`config.mk`:
```
export PLATFORM = sky130hd
export DESIGN_NAME = relative_strength_index
export DESIGN_NICKNAME = d
export VERILOG_FILES = /design/src/design/rsi_pkg.sv /design/src/design/relative_strength_index.sv
export SDC_FILE = /design/constraint.sdc
export NUM_CORES = 2
export LEC_CHECK = 0
export ABC_AREA = 0
export BUFFER_PORTS_ARGS = -buffer_cell sky130_fd_sc_hd__buf_2
export CORE_UTILIZATION = 35
export DETAILED_ROUTE_END_ITERATION = 8
export SLEW_MARGIN = 5
export SYNTH_ARGS = -nofsm -noshare
export SYNTH_HDL_FRONTEND = slang
export SYNTH_SLANG_ARGS = --single-unit
```
`constraint.sdc`:
```
create_clock -name aclk -period 13.6 [get_ports aclk]
set_input_delay 2.72 -clock aclk [delete_from_list [all_inputs] [get_ports aclk]]
set_output_delay 2.72 -clock aclk [all_outputs]
set_load 0.005 [all_outputs]
```
`src/design/rsi_pkg.sv`:
```
// shared constants, types and the control program of the relative strength index block
package rsi_pkg;

    // default parameter values
    localparam int PRICE_BITS_DEF = 32;
    localparam int FRAC_BITS_DEF  = 16;
    localparam int PERIOD_MAX_DEF = 255;

    // fixed widths
    localparam int AVG_BITS = 48;
    localparam int PER_W    = 8;
    localparam int RSI_W    = 15;

    localparam logic [RSI_W-1:0] RSI_FULL     = 15'd25600;
    localparam logic [RSI_W-1:0] RSI_NEUTRAL  = 15'd12800;
    localparam logic [PER_W-1:0] PERIOD_RESET = 8'd14;

    // divider lanes
    localparam int LANES     = 2;
    localparam int LANE_GAIN = 0;
    localparam int LANE_LOSS = 1;

    // datapath operations
    typedef enum logic [3:0] {
        OP_NOP,
        OP_CHANGE,
        OP_ACCUM,
        OP_LOAD_WARM,
        OP_DIV,
        OP_STORE_AVG,
        OP_MUL,
        OP_LOAD_SMOOTH,
        OP_RSUM,
        OP_LOAD_RSI,
        OP_STORE_RSI,
        OP_EMIT
    } op_t;

    // jump conditions
    typedef enum logic [3:0] {
        CND_NEVER,
        CND_ALWAYS,
        CND_NO_ITEM,
        CND_START,
        CND_WARMED,
        CND_STILL_WARM,
        CND_DIV_MORE,
        CND_LOSS_ZERO,
        CND_OUT_BUSY
    } cond_t;

    typedef logic [3:0] step_t;

    // program steps
    localparam step_t ST_IDLE   = 4'd0;
    localparam step_t ST_CHANGE = 4'd1;
    localparam step_t ST_CHECK  = 4'd2;
    localparam step_t ST_ACCUM  = 4'd3;
    localparam step_t ST_WLOAD  = 4'd4;
    localparam step_t ST_WDIV   = 4'd5;
    localparam step_t ST_WSTORE = 4'd6;
    localparam step_t ST_SMUL   = 4'd7;
    localparam step_t ST_SLOAD  = 4'd8;
    localparam step_t ST_SDIV   = 4'd9;
    localparam step_t ST_SSTORE = 4'd10;
    localparam step_t ST_RSUM   = 4'd11;
    localparam step_t ST_RLOAD  = 4'd12;
    localparam step_t ST_RDIV   = 4'd13;
    localparam step_t ST_RSTORE = 4'd14;
    localparam step_t ST_EMIT   = 4'd15;

    // one control word: operation, jump condition, jump target (else next step)
    typedef struct packed {
        op_t   op;
        cond_t cond;
        step_t target;
    } ucode_t;

    // control program; the step after the last wraps to idle
    function automatic ucode_t ucode_rom(input step_t pc);
        ucode_t w;
        case (pc)
            ST_IDLE:   w = '{op: OP_NOP,         cond: CND_NO_ITEM,    target: ST_IDLE};
            ST_CHANGE: w = '{op: OP_CHANGE,      cond: CND_START,      target: ST_EMIT};
            ST_CHECK:  w = '{op: OP_NOP,         cond: CND_WARMED,     target: ST_SMUL};
            ST_ACCUM:  w = '{op: OP_ACCUM,       cond: CND_STILL_WARM, target: ST_EMIT};
            ST_WLOAD:  w = '{op: OP_LOAD_WARM,   cond: CND_NEVER,      target: ST_IDLE};
            ST_WDIV:   w = '{op: OP_DIV,         cond: CND_DIV_MORE,   target: ST_WDIV};
            ST_WSTORE: w = '{op: OP_STORE_AVG,   cond: CND_ALWAYS,     target: ST_RSUM};
            ST_SMUL:   w = '{op: OP_MUL,         cond: CND_NEVER,      target: ST_IDLE};
            ST_SLOAD:  w = '{op: OP_LOAD_SMOOTH, cond: CND_NEVER,      target: ST_IDLE};
            ST_SDIV:   w = '{op: OP_DIV,         cond: CND_DIV_MORE,   target: ST_SDIV};
            ST_SSTORE: w = '{op: OP_STORE_AVG,   cond: CND_NEVER,      target: ST_IDLE};
            ST_RSUM:   w = '{op: OP_RSUM,        cond: CND_LOSS_ZERO,  target: ST_EMIT};
            ST_RLOAD:  w = '{op: OP_LOAD_RSI,    cond: CND_NEVER,      target: ST_IDLE};
            ST_RDIV:   w = '{op: OP_DIV,         cond: CND_DIV_MORE,   target: ST_RDIV};
            ST_RSTORE: w = '{op: OP_STORE_RSI,   cond: CND_NEVER,      target: ST_IDLE};
            ST_EMIT:   w = '{op: OP_EMIT,        cond: CND_OUT_BUSY,   target: ST_EMIT};
            default:   w = '{op: OP_NOP,         cond: CND_NEVER,      target: ST_IDLE};
        endcase
        return w;
    endfunction

endpackage

```
`src/design/relative_strength_index.sv`:
```
// relative strength index top level: microcoded sequencer, divider lanes and output register
//
// channel   direction  beat contents                          handshake
// s_        in         s_close_price, s_series_start          s_valid / s_ready
// m_        out        m_rsi_value, m_ready_res               m_valid / m_ready
// cfg_      in         cfg_averaging_period                   cfg_valid / cfg_ready
//
// one item at a time; s_ready and cfg_ready are high only in the idle step.
// work between accepting an item and presenting its result beat:
//   a steady smoothing item runs two restoring divisions of one bit per cycle
//   (averages 48 steps, index 15 steps); the item that ends warm-up runs a 64-step
//   averages division in place of the smoothing one; a zero average loss skips the
//   index division; other warm-up items and series-start items skip both divisions.
// the program is back in idle on the edge that presents the result, so s_ready is
//   already high while the result beat is shown; the program holds in its last step
//   only while the output register is full and m_ready is low.
// reset is synchronous, active low; no clearing pass.
module relative_strength_index #(
    parameter int PRICE_BITS = rsi_pkg::PRICE_BITS_DEF,
    parameter int FRAC_BITS  = rsi_pkg::FRAC_BITS_DEF,
    parameter int PERIOD_MAX = rsi_pkg::PERIOD_MAX_DEF
) (
    input  logic                        aclk,
    input  logic                        aresetn,
    // input items
    input  logic                        s_valid,
    output logic                        s_ready,
    input  logic [PRICE_BITS-1:0]       s_close_price,
    input  logic                        s_series_start,
    // results
    output logic                        m_valid,
    input  logic                        m_ready,
    output logic [rsi_pkg::RSI_W-1:0]   m_rsi_value,
    output logic                        m_ready_res,
    // configuration
    input  logic                        cfg_valid,
    output logic                        cfg_ready,
    input  logic [rsi_pkg::PER_W-1:0]   cfg_averaging_period
);
    import rsi_pkg::*;

    localparam int AVG_W    = AVG_BITS;
    localparam int X_W      = PRICE_BITS + FRAC_BITS;
    localparam int SMOOTH_Q = (X_W > AVG_W) ? X_W : AVG_W;
    localparam int WARM_Q   = AVG_W + FRAC_BITS;
    localparam int DVD_A    = (WARM_Q > SMOOTH_Q + PER_W) ? WARM_Q : SMOOTH_Q + PER_W;
    localparam int DVD_W    = (DVD_A > RSI_W + AVG_W) ? DVD_A : RSI_W + AVG_W;
    localparam int DIV_W    = AVG_W + 1;
    localparam int CNT_W    = $clog2(DVD_W + 1);
    localparam int MUL_W    = AVG_W + PER_W;

    // sequencer
    step_t  pc_reg, pc_next;
    ucode_t ctrl;
    logic   taken;

    // configuration and series state
    logic [PER_W-1:0]      period_reg, period_next;
    logic [PRICE_BITS-1:0] prev_reg, prev_next;
    logic [PER_W-1:0]      idx_reg, idx_next;
    logic [AVG_W-1:0]      avg_reg [LANES];
    logic [AVG_W-1:0]      avg_next [LANES];

    // captured item and changes
    logic [PRICE_BITS-1:0] close_reg, close_next;
    logic                  start_reg, start_next;
    logic [PRICE_BITS-1:0] chg_reg [LANES];
    logic [PRICE_BITS-1:0] chg_next [LANES];

    // divider lanes
    logic [DVD_W-1:0] dvd_reg [LANES];
    logic [DVD_W-1:0] dvd_next [LANES];
    logic [DIV_W-1:0] rem_reg [LANES];
    logic [DIV_W-1:0] rem_next [LANES];
    logic [DIV_W-1:0] div_reg [LANES];
    logic [DIV_W-1:0] div_next [LANES];
    logic [CNT_W-1:0] cnt_reg, cnt_next;

    // pending result and output register
    logic [RSI_W-1:0] res_rsi_reg, res_rsi_next;
    logic             res_rdy_reg, res_rdy_next;
    logic             m_valid_reg, m_valid_next;
    logic [RSI_W-1:0] m_rsi_reg, m_rsi_next;
    logic             m_rdy_reg, m_rdy_next;

    // helpers
    logic [PER_W-1:0] p_raw, p_eff, p_m1;
    logic             warmed, still_warm, out_busy;
    logic [DIV_W+1:0] trial [LANES];
    logic             qbit [LANES];
    logic [MUL_W-1:0] prod [LANES];
    logic [DVD_W-1:0] ld_val [LANES];
    logic [DVD_W-1:0] rsi_dvd;

    // effective period: zero reads as one, clamp at the maximum
    always_comb begin
        p_raw = (period_reg == '0) ? PER_W'(1) : period_reg;
        p_eff = (32'(p_raw) > PERIOD_MAX) ? PER_W'(PERIOD_MAX) : p_raw;
        p_m1  = p_eff - PER_W'(1);
    end

    assign warmed     = (idx_reg >= p_eff);
    assign still_warm = ({1'b0, idx_reg} + (PER_W + 1)'(1)) < {1'b0, p_eff};
    assign out_busy   = m_valid_reg && !m_ready;

    assign s_ready   = (pc_reg == ST_IDLE);
    assign cfg_ready = (pc_reg == ST_IDLE);

    // control word fetch and jump decision
    always_comb begin
        ctrl = ucode_rom(pc_reg);
        case (ctrl.cond)
            CND_NEVER:      taken = 1'b0;
            CND_ALWAYS:     taken = 1'b1;
            CND_NO_ITEM:    taken = !s_valid;
            CND_START:      taken = start_reg;
            CND_WARMED:     taken = warmed;
            CND_STILL_WARM: taken = still_warm;
            CND_DIV_MORE:   taken = (cnt_reg != CNT_W'(1));
            CND_LOSS_ZERO:  taken = (avg_reg[LANE_LOSS] == '0);
            CND_OUT_BUSY:   taken = out_busy;
            default:        taken = 1'b0;
        endcase
        pc_next = taken ? ctrl.target : pc_reg + step_t'(1);
    end

    // restoring divide step and smoothing multiply per lane
    always_comb begin
        for (int l = 0; l < LANES; l++) begin
            trial[l] = {1'b0, rem_reg[l], dvd_reg[l][DVD_W-1]} - {2'b00, div_reg[l]};
            qbit[l]  = !trial[l][DIV_W+1];
            prod[l]  = {{PER_W{1'b0}}, avg_reg[l]} * {{AVG_W{1'b0}}, p_m1};
        end
    end

    // 25600 * gain as 2^14 + 2^13 + 2^10
    assign rsi_dvd = (DVD_W'(avg_reg[LANE_GAIN]) << 14) + (DVD_W'(avg_reg[LANE_GAIN]) << 13)
                   + (DVD_W'(avg_reg[LANE_GAIN]) << 10);

    // datapath next values
    always_comb begin
        period_next  = period_reg;
        prev_next    = prev_reg;
        idx_next     = idx_reg;
        close_next   = close_reg;
        start_next   = start_reg;
        cnt_next     = cnt_reg;
        res_rsi_next = res_rsi_reg;
        res_rdy_next = res_rdy_reg;
        m_valid_next = m_valid_reg && !m_ready;
        m_rsi_next   = m_rsi_reg;
        m_rdy_next   = m_rdy_reg;
        for (int l = 0; l < LANES; l++) begin
            avg_next[l] = avg_reg[l];
            chg_next[l] = chg_reg[l];
            dvd_next[l] = dvd_reg[l];
            rem_next[l] = rem_reg[l];
            div_next[l] = div_reg[l];
            ld_val[l]   = '0;
        end

        // register write
        if (cfg_valid && cfg_ready) begin
            period_next = cfg_averaging_period;
        end

        // capture an input beat
        if (s_valid && s_ready) begin
            close_next = s_close_price;
            start_next = s_series_start;
        end

        case (ctrl.op)
            OP_CHANGE: begin
                res_rsi_next = RSI_NEUTRAL;
                res_rdy_next = 1'b0;
                prev_next    = close_reg;
                if (start_reg) begin
                    idx_next            = '0;
                    avg_next[LANE_GAIN] = '0;
                    avg_next[LANE_LOSS] = '0;
                end else begin
                    chg_next[LANE_GAIN] = (close_reg > prev_reg) ? close_reg - prev_reg : '0;
                    chg_next[LANE_LOSS] = (prev_reg > close_reg) ? prev_reg - close_reg : '0;
                end
            end
            OP_ACCUM: begin
                idx_next = idx_reg + PER_W'(1);
                for (int l = 0; l < LANES; l++) begin
                    avg_next[l] = avg_reg[l] + AVG_W'(chg_reg[l]);
                end
            end
            OP_LOAD_WARM: begin
                cnt_next = CNT_W'(WARM_Q);
                for (int l = 0; l < LANES; l++) begin
                    ld_val[l]   = DVD_W'(avg_reg[l]) << FRAC_BITS;
                    rem_next[l] = DIV_W'(ld_val[l] >> WARM_Q);
                    dvd_next[l] = ld_val[l] << (DVD_W - WARM_Q);
                    div_next[l] = DIV_W'(p_eff);
                end
            end
            OP_MUL: begin
                for (int l = 0; l < LANES; l++) begin
                    dvd_next[l] = DVD_W'(prod[l]);
                end
            end
            OP_LOAD_SMOOTH: begin
                cnt_next = CNT_W'(SMOOTH_Q);
                for (int l = 0; l < LANES; l++) begin
                    ld_val[l]   = dvd_reg[l] + (DVD_W'(chg_reg[l]) << FRAC_BITS);
                    rem_next[l] = DIV_W'(ld_val[l] >> SMOOTH_Q);
                    dvd_next[l] = ld_val[l] << (DVD_W - SMOOTH_Q);
                    div_next[l] = DIV_W'(p_eff);
                end
            end
            OP_DIV: begin
                cnt_next = cnt_reg - CNT_W'(1);
                for (int l = 0; l < LANES; l++) begin
                    rem_next[l] = qbit[l] ? trial[l][DIV_W-1:0]
                                          : {rem_reg[l][DIV_W-2:0], dvd_reg[l][DVD_W-1]};
                    dvd_next[l] = {dvd_reg[l][DVD_W-2:0], qbit[l]};
                end
            end
            OP_STORE_AVG: begin
                for (int l = 0; l < LANES; l++) begin
                    avg_next[l] = dvd_reg[l][AVG_W-1:0];
                end
            end
            OP_RSUM: begin
                res_rsi_next         = RSI_FULL;
                res_rdy_next         = 1'b1;
                div_next[LANE_GAIN]  = {1'b0, avg_reg[LANE_GAIN]} + {1'b0, avg_reg[LANE_LOSS]};
            end
            OP_LOAD_RSI: begin
                cnt_next            = CNT_W'(RSI_W);
                rem_next[LANE_GAIN] = DIV_W'(rsi_dvd >> RSI_W);
                dvd_next[LANE_GAIN] = rsi_dvd << (DVD_W - RSI_W);
            end
            OP_STORE_RSI: begin
                res_rsi_next = dvd_reg[LANE_GAIN][RSI_W-1:0];
            end
            OP_EMIT: begin
                if (!out_busy) begin
                    m_valid_next = 1'b1;
                    m_rsi_next   = res_rsi_reg;
                    m_rdy_next   = res_rdy_reg;
                end
            end
            default: begin
            end
        endcase
    end

    // control and series state
    always_ff @(posedge aclk) begin
        if (!aresetn) begin
            pc_reg      <= ST_IDLE;
            period_reg  <= PERIOD_RESET;
            prev_reg    <= '0;
            idx_reg     <= '0;
            m_valid_reg <= 1'b0;
            for (int l = 0; l < LANES; l++) begin
                avg_reg[l] <= '0;
            end
        end else begin
            pc_reg      <= pc_next;
            period_reg  <= period_next;
            prev_reg    <= prev_next;
            idx_reg     <= idx_next;
            m_valid_reg <= m_valid_next;
            for (int l = 0; l < LANES; l++) begin
                avg_reg[l] <= avg_next[l];
            end
        end
    end

    // payload registers
    always_ff @(posedge aclk) begin
        close_reg   <= close_next;
        start_reg   <= start_next;
        cnt_reg     <= cnt_next;
        res_rsi_reg <= res_rsi_next;
        res_rdy_reg <= res_rdy_next;
        m_rsi_reg   <= m_rsi_next;
        m_rdy_reg   <= m_rdy_next;
        for (int l = 0; l < LANES; l++) begin
            chg_reg[l] <= chg_next[l];
            dvd_reg[l] <= dvd_next[l];
            rem_reg[l] <= rem_next[l];
            div_reg[l] <= div_next[l];
        end
    end

    assign m_valid     = m_valid_reg;
    assign m_rsi_value = m_rsi_reg;
    assign m_ready_res = m_rdy_reg;

    // an accepted beat starts the change step
    a_accept_starts: assert property (@(posedge aclk) disable iff (!aresetn)
        s_valid && s_ready |=> pc_reg == ST_CHANGE)
        else $error("accepted beat did not start the program");

    // divide steps never run off the end of their count
    a_div_count: assert property (@(posedge aclk) disable iff (!aresetn)
        ctrl.op == OP_DIV |-> cnt_reg != '0)
        else $error("divide step with exhausted count");

    // restoring division keeps the partial remainder below the divisor
    a_div_rem: assert property (@(posedge aclk) disable iff (!aresetn)
        ctrl.op == OP_DIV |=> rem_reg[LANE_GAIN] < div_reg[LANE_GAIN])
        else $error("partial remainder not below divisor");

    // computed index stays within full scale
    a_rsi_range: assert property (@(posedge aclk) disable iff (!aresetn)
        m_valid && m_ready_res |-> m_rsi_value <= RSI_FULL)
        else $error("index above full scale");

    // results before warm-up are neutral
    a_neutral: assert property (@(posedge aclk) disable iff (!aresetn)
        m_valid && !m_ready_res |-> m_rsi_value == RSI_NEUTRAL)
        else $error("not-ready result is not neutral");

endmodule
```
# Yosys cells after proc, flatten, opt, wreduce, memory -nomap -nowiden
# Memories as Yosys holds them, arrays and structs flattened. A register that Yosys moved wholly into a read port is not among the register bits.
# Cells that the tools add are included.
[op_classes]
addsub = 16
multipliers = 2
order_cmp = 4
n_eq_ne = 21
n_mux = 28
n_bitwise = 3
reduce_logical = 17
[ops]
columns = ["operator", "count"]
rows = [
  ["64-bit one-hot mux with 5 select lines", 1],
  ["96-bit one-hot mux with 3 select lines", 1],
  ["64-bit one-hot mux with 4 select lines", 1],
  ["49-bit one-hot mux with 4 select lines", 1],
  ["49-bit 2-to-1 mux", 3],
  ["49-bit one-hot mux with 3 select lines", 1],
  ["64-bit by 48-bit adder with 64-bit output", 2],
  ["64-bit 2-to-1 mux", 2],
  ["48-bit by 8-bit multiplier with 56-bit output", 2],
  ["50-bit by 49-bit subtractor with 51-bit output", 2],
  ["49-bit one-hot mux with 2 select lines", 1],
  ["48-bit by 32-bit adder with 48-bit output", 2],
  ["48-bit 2-to-1 mux", 2],
  ["96-bit 2-to-1 mux", 1],
  ["63-bit by 58-bit adder with 64-bit output", 1],
  ["32-bit > comparator", 2],
  ["32-bit 2-to-1 mux", 2],
  ["32-bit subtractor", 2],
  ["62-bit by 61-bit adder with 63-bit output", 1],
  ["48-bit by 48-bit adder with 49-bit output", 1],
  ["48-bit logical NOT", 1],
  ["15-bit one-hot mux with 3 select lines", 1],
  ["4-bit by 3-bit == test with 1-bit output (second input constant)", 8],
  ["7-bit one-hot mux with 4 select lines", 1],
  ["29 further kinds", 49],
]
[totals]
ff_bits = 125
mem_bits_rw = 484
rom_bits = 192
inputBits = 46
out_inout_bits = 19
wordCells = 109
memories = 6
[mem_list]
columns = ["name", "depth", "word_bits", "rd", "rd_ports_with_merged_regs", "wr", "line", "source"]
rows = [
  ["(name not given)", 16, 12, 1, 1, 0, "rsi_pkg.sv:82", "case (pc)"],
  ["dvd_reg", 2, 64, 2, 0, 2, "relative_strength_index.sv:71", "logic [DVD_W-1:0] dvd_reg [LANES];"],
  ["div_reg", 2, 49, 2, 0, 2, "relative_strength_index.sv:75", "logic [DIV_W-1:0] div_reg [LANES];"],
  ["rem_reg", 2, 49, 2, 0, 2, "relative_strength_index.sv:73", "logic [DIV_W-1:0] rem_reg [LANES];"],
  ["avg_reg", 2, 48, 2, 0, 2, "relative_strength_index.sv:61", "logic [AVG_W-1:0] avg_reg [LANES];"],
  ["chg_reg", 2, 32, 2, 0, 2, "relative_strength_index.sv:67", "logic [PRICE_BITS-1:0] chg_reg [LANES];"],
]

# Logic depth before layout (Yosys ltp)
[depth]
word_depth = 6
ltp_mapped = 32
mapped_depth_nobuf = 28

# Worst setup path after synthesis
# Ideal clock, no wire load.
[synth_timing]
path_type = "reg2reg"
from = "register period_reg[3]"
to = "memory dvd_reg[0][115] (netlist bit), data pin"
setup_ns = 0.271
arrival_time_ns = 6.992
required_time_ns = 13.329
path_slack_ns = 6.337
path_stages_with_launch = 31
path_buffers = 4
synth_period_minus_slack_ns = 7.263
path_cell_list = "dfxtp_1 clkbuf_1 nor3_1 nand4_1 nor2_1 nor2_1 clkbuf_1 ha_1 nand3_1 xnor2_1 clkbuf_1 clkbuf_1 and2_1 fa_1 inv_1 fa_1 fa_1 fa_1 inv_1 ha_1 a21o_1 a21o_1 a2111oi_0 a21oi_1 a311oi_1 o21ai_0 a211oi_1 nand2_1 xor2_1 a221oi_1 a22oi_1"
[synth_rtl]
columns = ["item", "line", "source"]
rows = [
  ["start, declared", "relative_strength_index.sv:58", "logic [PER_W-1:0] period_reg, period_next;"],
  ["start signal, assigned", "relative_strength_index.sv:267", "period_reg <= period_next;"],
  ["end, declared", "relative_strength_index.sv:71", ""],
]

==> results.sh <==
export IMPL_synth_top_area_share_pct=18.0
export IMPL_gr_total_overflow=0
export IMPL_layout_drive_gt1_share_pct=5.34
export IMPL_fp_dieArea_mm2=0.201
export IMPL_ios=65
export IMPL_row_count=163
export IMPL_routed_wl_um=247000
export IMPL_netSwitchingFraction_pct=50.3
export IMPL_p_sw_uw=6520
export IMPL_dp_cells=10355
export IMPL_layout_cells_non_filler=10489
export IMPL_htreeDepth=3
export IMPL_period_needed_ns=8.90
export IMPL_fmax_mhz=112
export IMPL_place_congestion=0.999
export IMPL_syn_num_nets=9119
export IMPL_area_delta_synth_final_pct=8.18
export IMPL_max_stage_delay_ns=0.66
export IMPL_grt_usage_pct=24.4
export IMPL_drt_initial_drc_count=6471
export IMPL_worstMarginPinSlew_ns=1.43
export IMPL_critical_path_max_fanout=44
export IMPL_worstRegToRegCells=28
export IMPL_grt_max_degree=128
export IMPL_layout_commonest_cell="inv_1"
export IMPL_arrival_ns=9.27
export IMPL_synth_area_leaders="edfxtp_1 (18%), fa_1 (17%), ha_1 (9.7%), and2_1 (5.0%), dfxtp_1 (4.6%)"
export IMPL_irDropWorstVdd_v=0.000133
export IMPL_cts_path_max_buffers=3
export IMPL_power_frac_seq_pct=24.5
export IMPL_cts_tree="yes"
export IMPL_die_w_um=448
export IMPL_synthArstFlopShare_pct=0
export IMPL_path_class="reg2reg"
export IMPL_power_internal_uw=6450
export IMPL_cp_end_kind="flop"
export IMPL_final_cell_mix="inv_1 (830), nand2_1 (664), fa_1 (606)"
export IMPL_final_cell_area_mm2=0.0755
export IMPL_hold_path_class="reg2reg"
export IMPL_netlist_area_mm2=0.0698
export IMPL_drc=7
export IMPL_comb_power_share_pct=59.5
export IMPL_io_buffers=64
export IMPL_viasPerCell=5.75
export IMPL_drv_cap=0
export IMPL_whs_ns=0.425
export IMPL_wl_met3_um=19800
export IMPL_wl_met2_um=110000
export IMPL_finalHoldViolCount=0
export IMPL_setup_viol=0
export IMPL_cts_buffers_inserted=69
export IMPL_slew_headroom_pct=4.80
export IMPL_post_cts_buffers=0
export IMPL_cts_root_buf="clkbuf_16"
export IMPL_clk_latency_ns=0.68
export IMPL_status="complete, but fails checks"
export IMPL_core_mm2=0.198
export IMPL_start_kind="flop"
export IMPL_synth_cells=7927
export IMPL_crit_top_cell="fa_1"
export IMPL_crit_path_top_delay_cell="o21ai_0"
export IMPL_ant_nets=0
export IMPL_start_util_pct=35.3
export IMPL_ys_seq_area_share_pct=22.7
export IMPL_ys_ff_latch=580
export IMPL_finalSetupTns_ns=0
export IMPL_rsz0062_at_grt="no"
export IMPL_grt_pass1_vias=59946
export IMPL_cts_resized=0
export IMPL_grt_pass1_wl_um=375000
export IMPL_period_share_pct=65.4
export IMPL_yosys_most_used_dff="edfxtp_1"
export IMPL_cts_hold_fix_buffers=0
export IMPL_skew_ns=0.0421
export IMPL_synth_edff_count=419
export IMPL_dpl_hpwl_um=187000
export IMPL_p_per_area_mw_per_mm2=172
export IMPL_syn_mean_instance_area_um2=8.80
export IMPL_nets=8978
export IMPL_crit_required_ns=13.97
export IMPL_violations="DRC"
export IMPL_post_dp_cell_area_mm2=0.0730
export IMPL_dr_max_layer_used="met5"
export IMPL_wl_per_cell_um=23.6
export IMPL_ys_warn_count=0
export IMPL_synth_top_cell_by_area="edfxtp_1"
export IMPL_wl_met1_um=104000
export IMPL_largest_reg_flops=128
export IMPL_p_leak_uw=0.0326
export IMPL_synth_cell_types=103
export IMPL_clockPowerShare_pct=15.9
export IMPL_holdPathStages=0
export IMPL_path_clk_slew_ns=0.06
export IMPL_num_vias=60324
export IMPL_antenna_found_initial=17
export IMPL_dr_pass1_iters=9
export IMPL_cts_sinks=580
export IMPL_die_height_um=448
export IMPL_maxSlewViolCount=0
## cell usage after synthesis (28+ instances only)
cell type and count:
nor2b_1 130, xnor2_1 244, o21bai_1 72, o31ai_1 28
o211ai_1 48, nand2_1 669, fa_1 606, a21boi_0 60
or3_1 33, ha_1 540, and3_1 68, a211oi_1 46
and2_1 556, a22oi_1 34, a222oi_1 104, a21oi_1 499
dfxtp_1 161, nand4_1 85, edfxtp_1 419, nand3_1 120
clkbuf_1 380, o21a_1 54, inv_1 831, o21ai_0 401
nor3_1 93, mux2i_1 36, a221oi_1 41, nor2_1 419
nand2b_1 148, nor4_1 35, a22o_1 32, xor2_1 218
o22ai_1 37, a31oi_1 62, a21o_1 295
## logic make-up after synthesis
family / after synthesis / share of synthesized area (%)
mux: 39 / 0.565
fa+ha+maj: 1146 / 27.1
xor+xnor: 462 / 5.80
simple gates: 2441 / 17.9
flops: 580 / 22.7
buf+inv: 1249 / 6.82
compound gates: 2010 / 19.2
## metrics by stage
step | util, % | total power (µW) | worst slack (ns)
finish | 38.2 | 13000 | 4.70
CTS | 38.2 | 12900 | 4.82
global route | 38.2 | 13800 | 4.27
global placement | 37.0 | 10700 | 4.88
detailed placement | 37.0 | 10800 | 4.83
floorplan | - | 8170 | 6.34
## final cells by class
| type | instances | area (µm²) |
|---|---|---|
| clock buffer | 98 | 1990 |
| multi-input combinational | 6098 | 49400 |
| clock inverter | 30 | 437 |
| sequential | 580 | 15800 |
| timing repair buffer | 205 | 1390 |
| fill | 20003 | 122000 |
| inverter | 832 | 3120 |
| tap | 2640 | 3300 |
| antenna | 6 | 15.0 |
## critical path: cells and delay by family, from the launching register on
kind	cells	cell delay, ns
xor+xnor	2	0.27
flops	1	0.51
simple gates	7	1.44
buf+inv	5	1.25
fa+ha+maj	5	2.27
compound gates	9	2.75
## routing by layer
layer  GRT usage (%)  vias up
met5               0        -
met4            11.5        6
met3            3.96      585
met2            38.4     2574
met1            32.6    30000
li1                -    27159
## power groups by stage
stage	sequential [µW]	clock, µW	combinational (µW)
global placement	3180	0	7480
finish	3180	2070	7720
floorplan	2860	0	5310
detailed placement	3190	0	7560
global route	3200	2150	8440
CTS	3150	2090	7620
## path summary, 6_finish.rpt
kind / slack, ns / to / from
hold / removal: 0.43 / m_rsi_value[12]$_DFFE_PP_ / res_rsi_reg[12]$_DFFE_PP_
setup reg to reg: 4.70 / dvd_reg[0][113]$_DFFE_PP_ / period_reg[6]$_SDFFE_PN0P_
setup / recovery: 4.70 / dvd_reg[0][113]$_DFFE_PP_ / period_reg[6]$_SDFFE_PN0P_
hold reg to reg: 0.43 / m_rsi_value[12]$_DFFE_PP_ / res_rsi_reg[12]$_DFFE_PP_
Note: power is estimated with default switching activity, not from simulation.
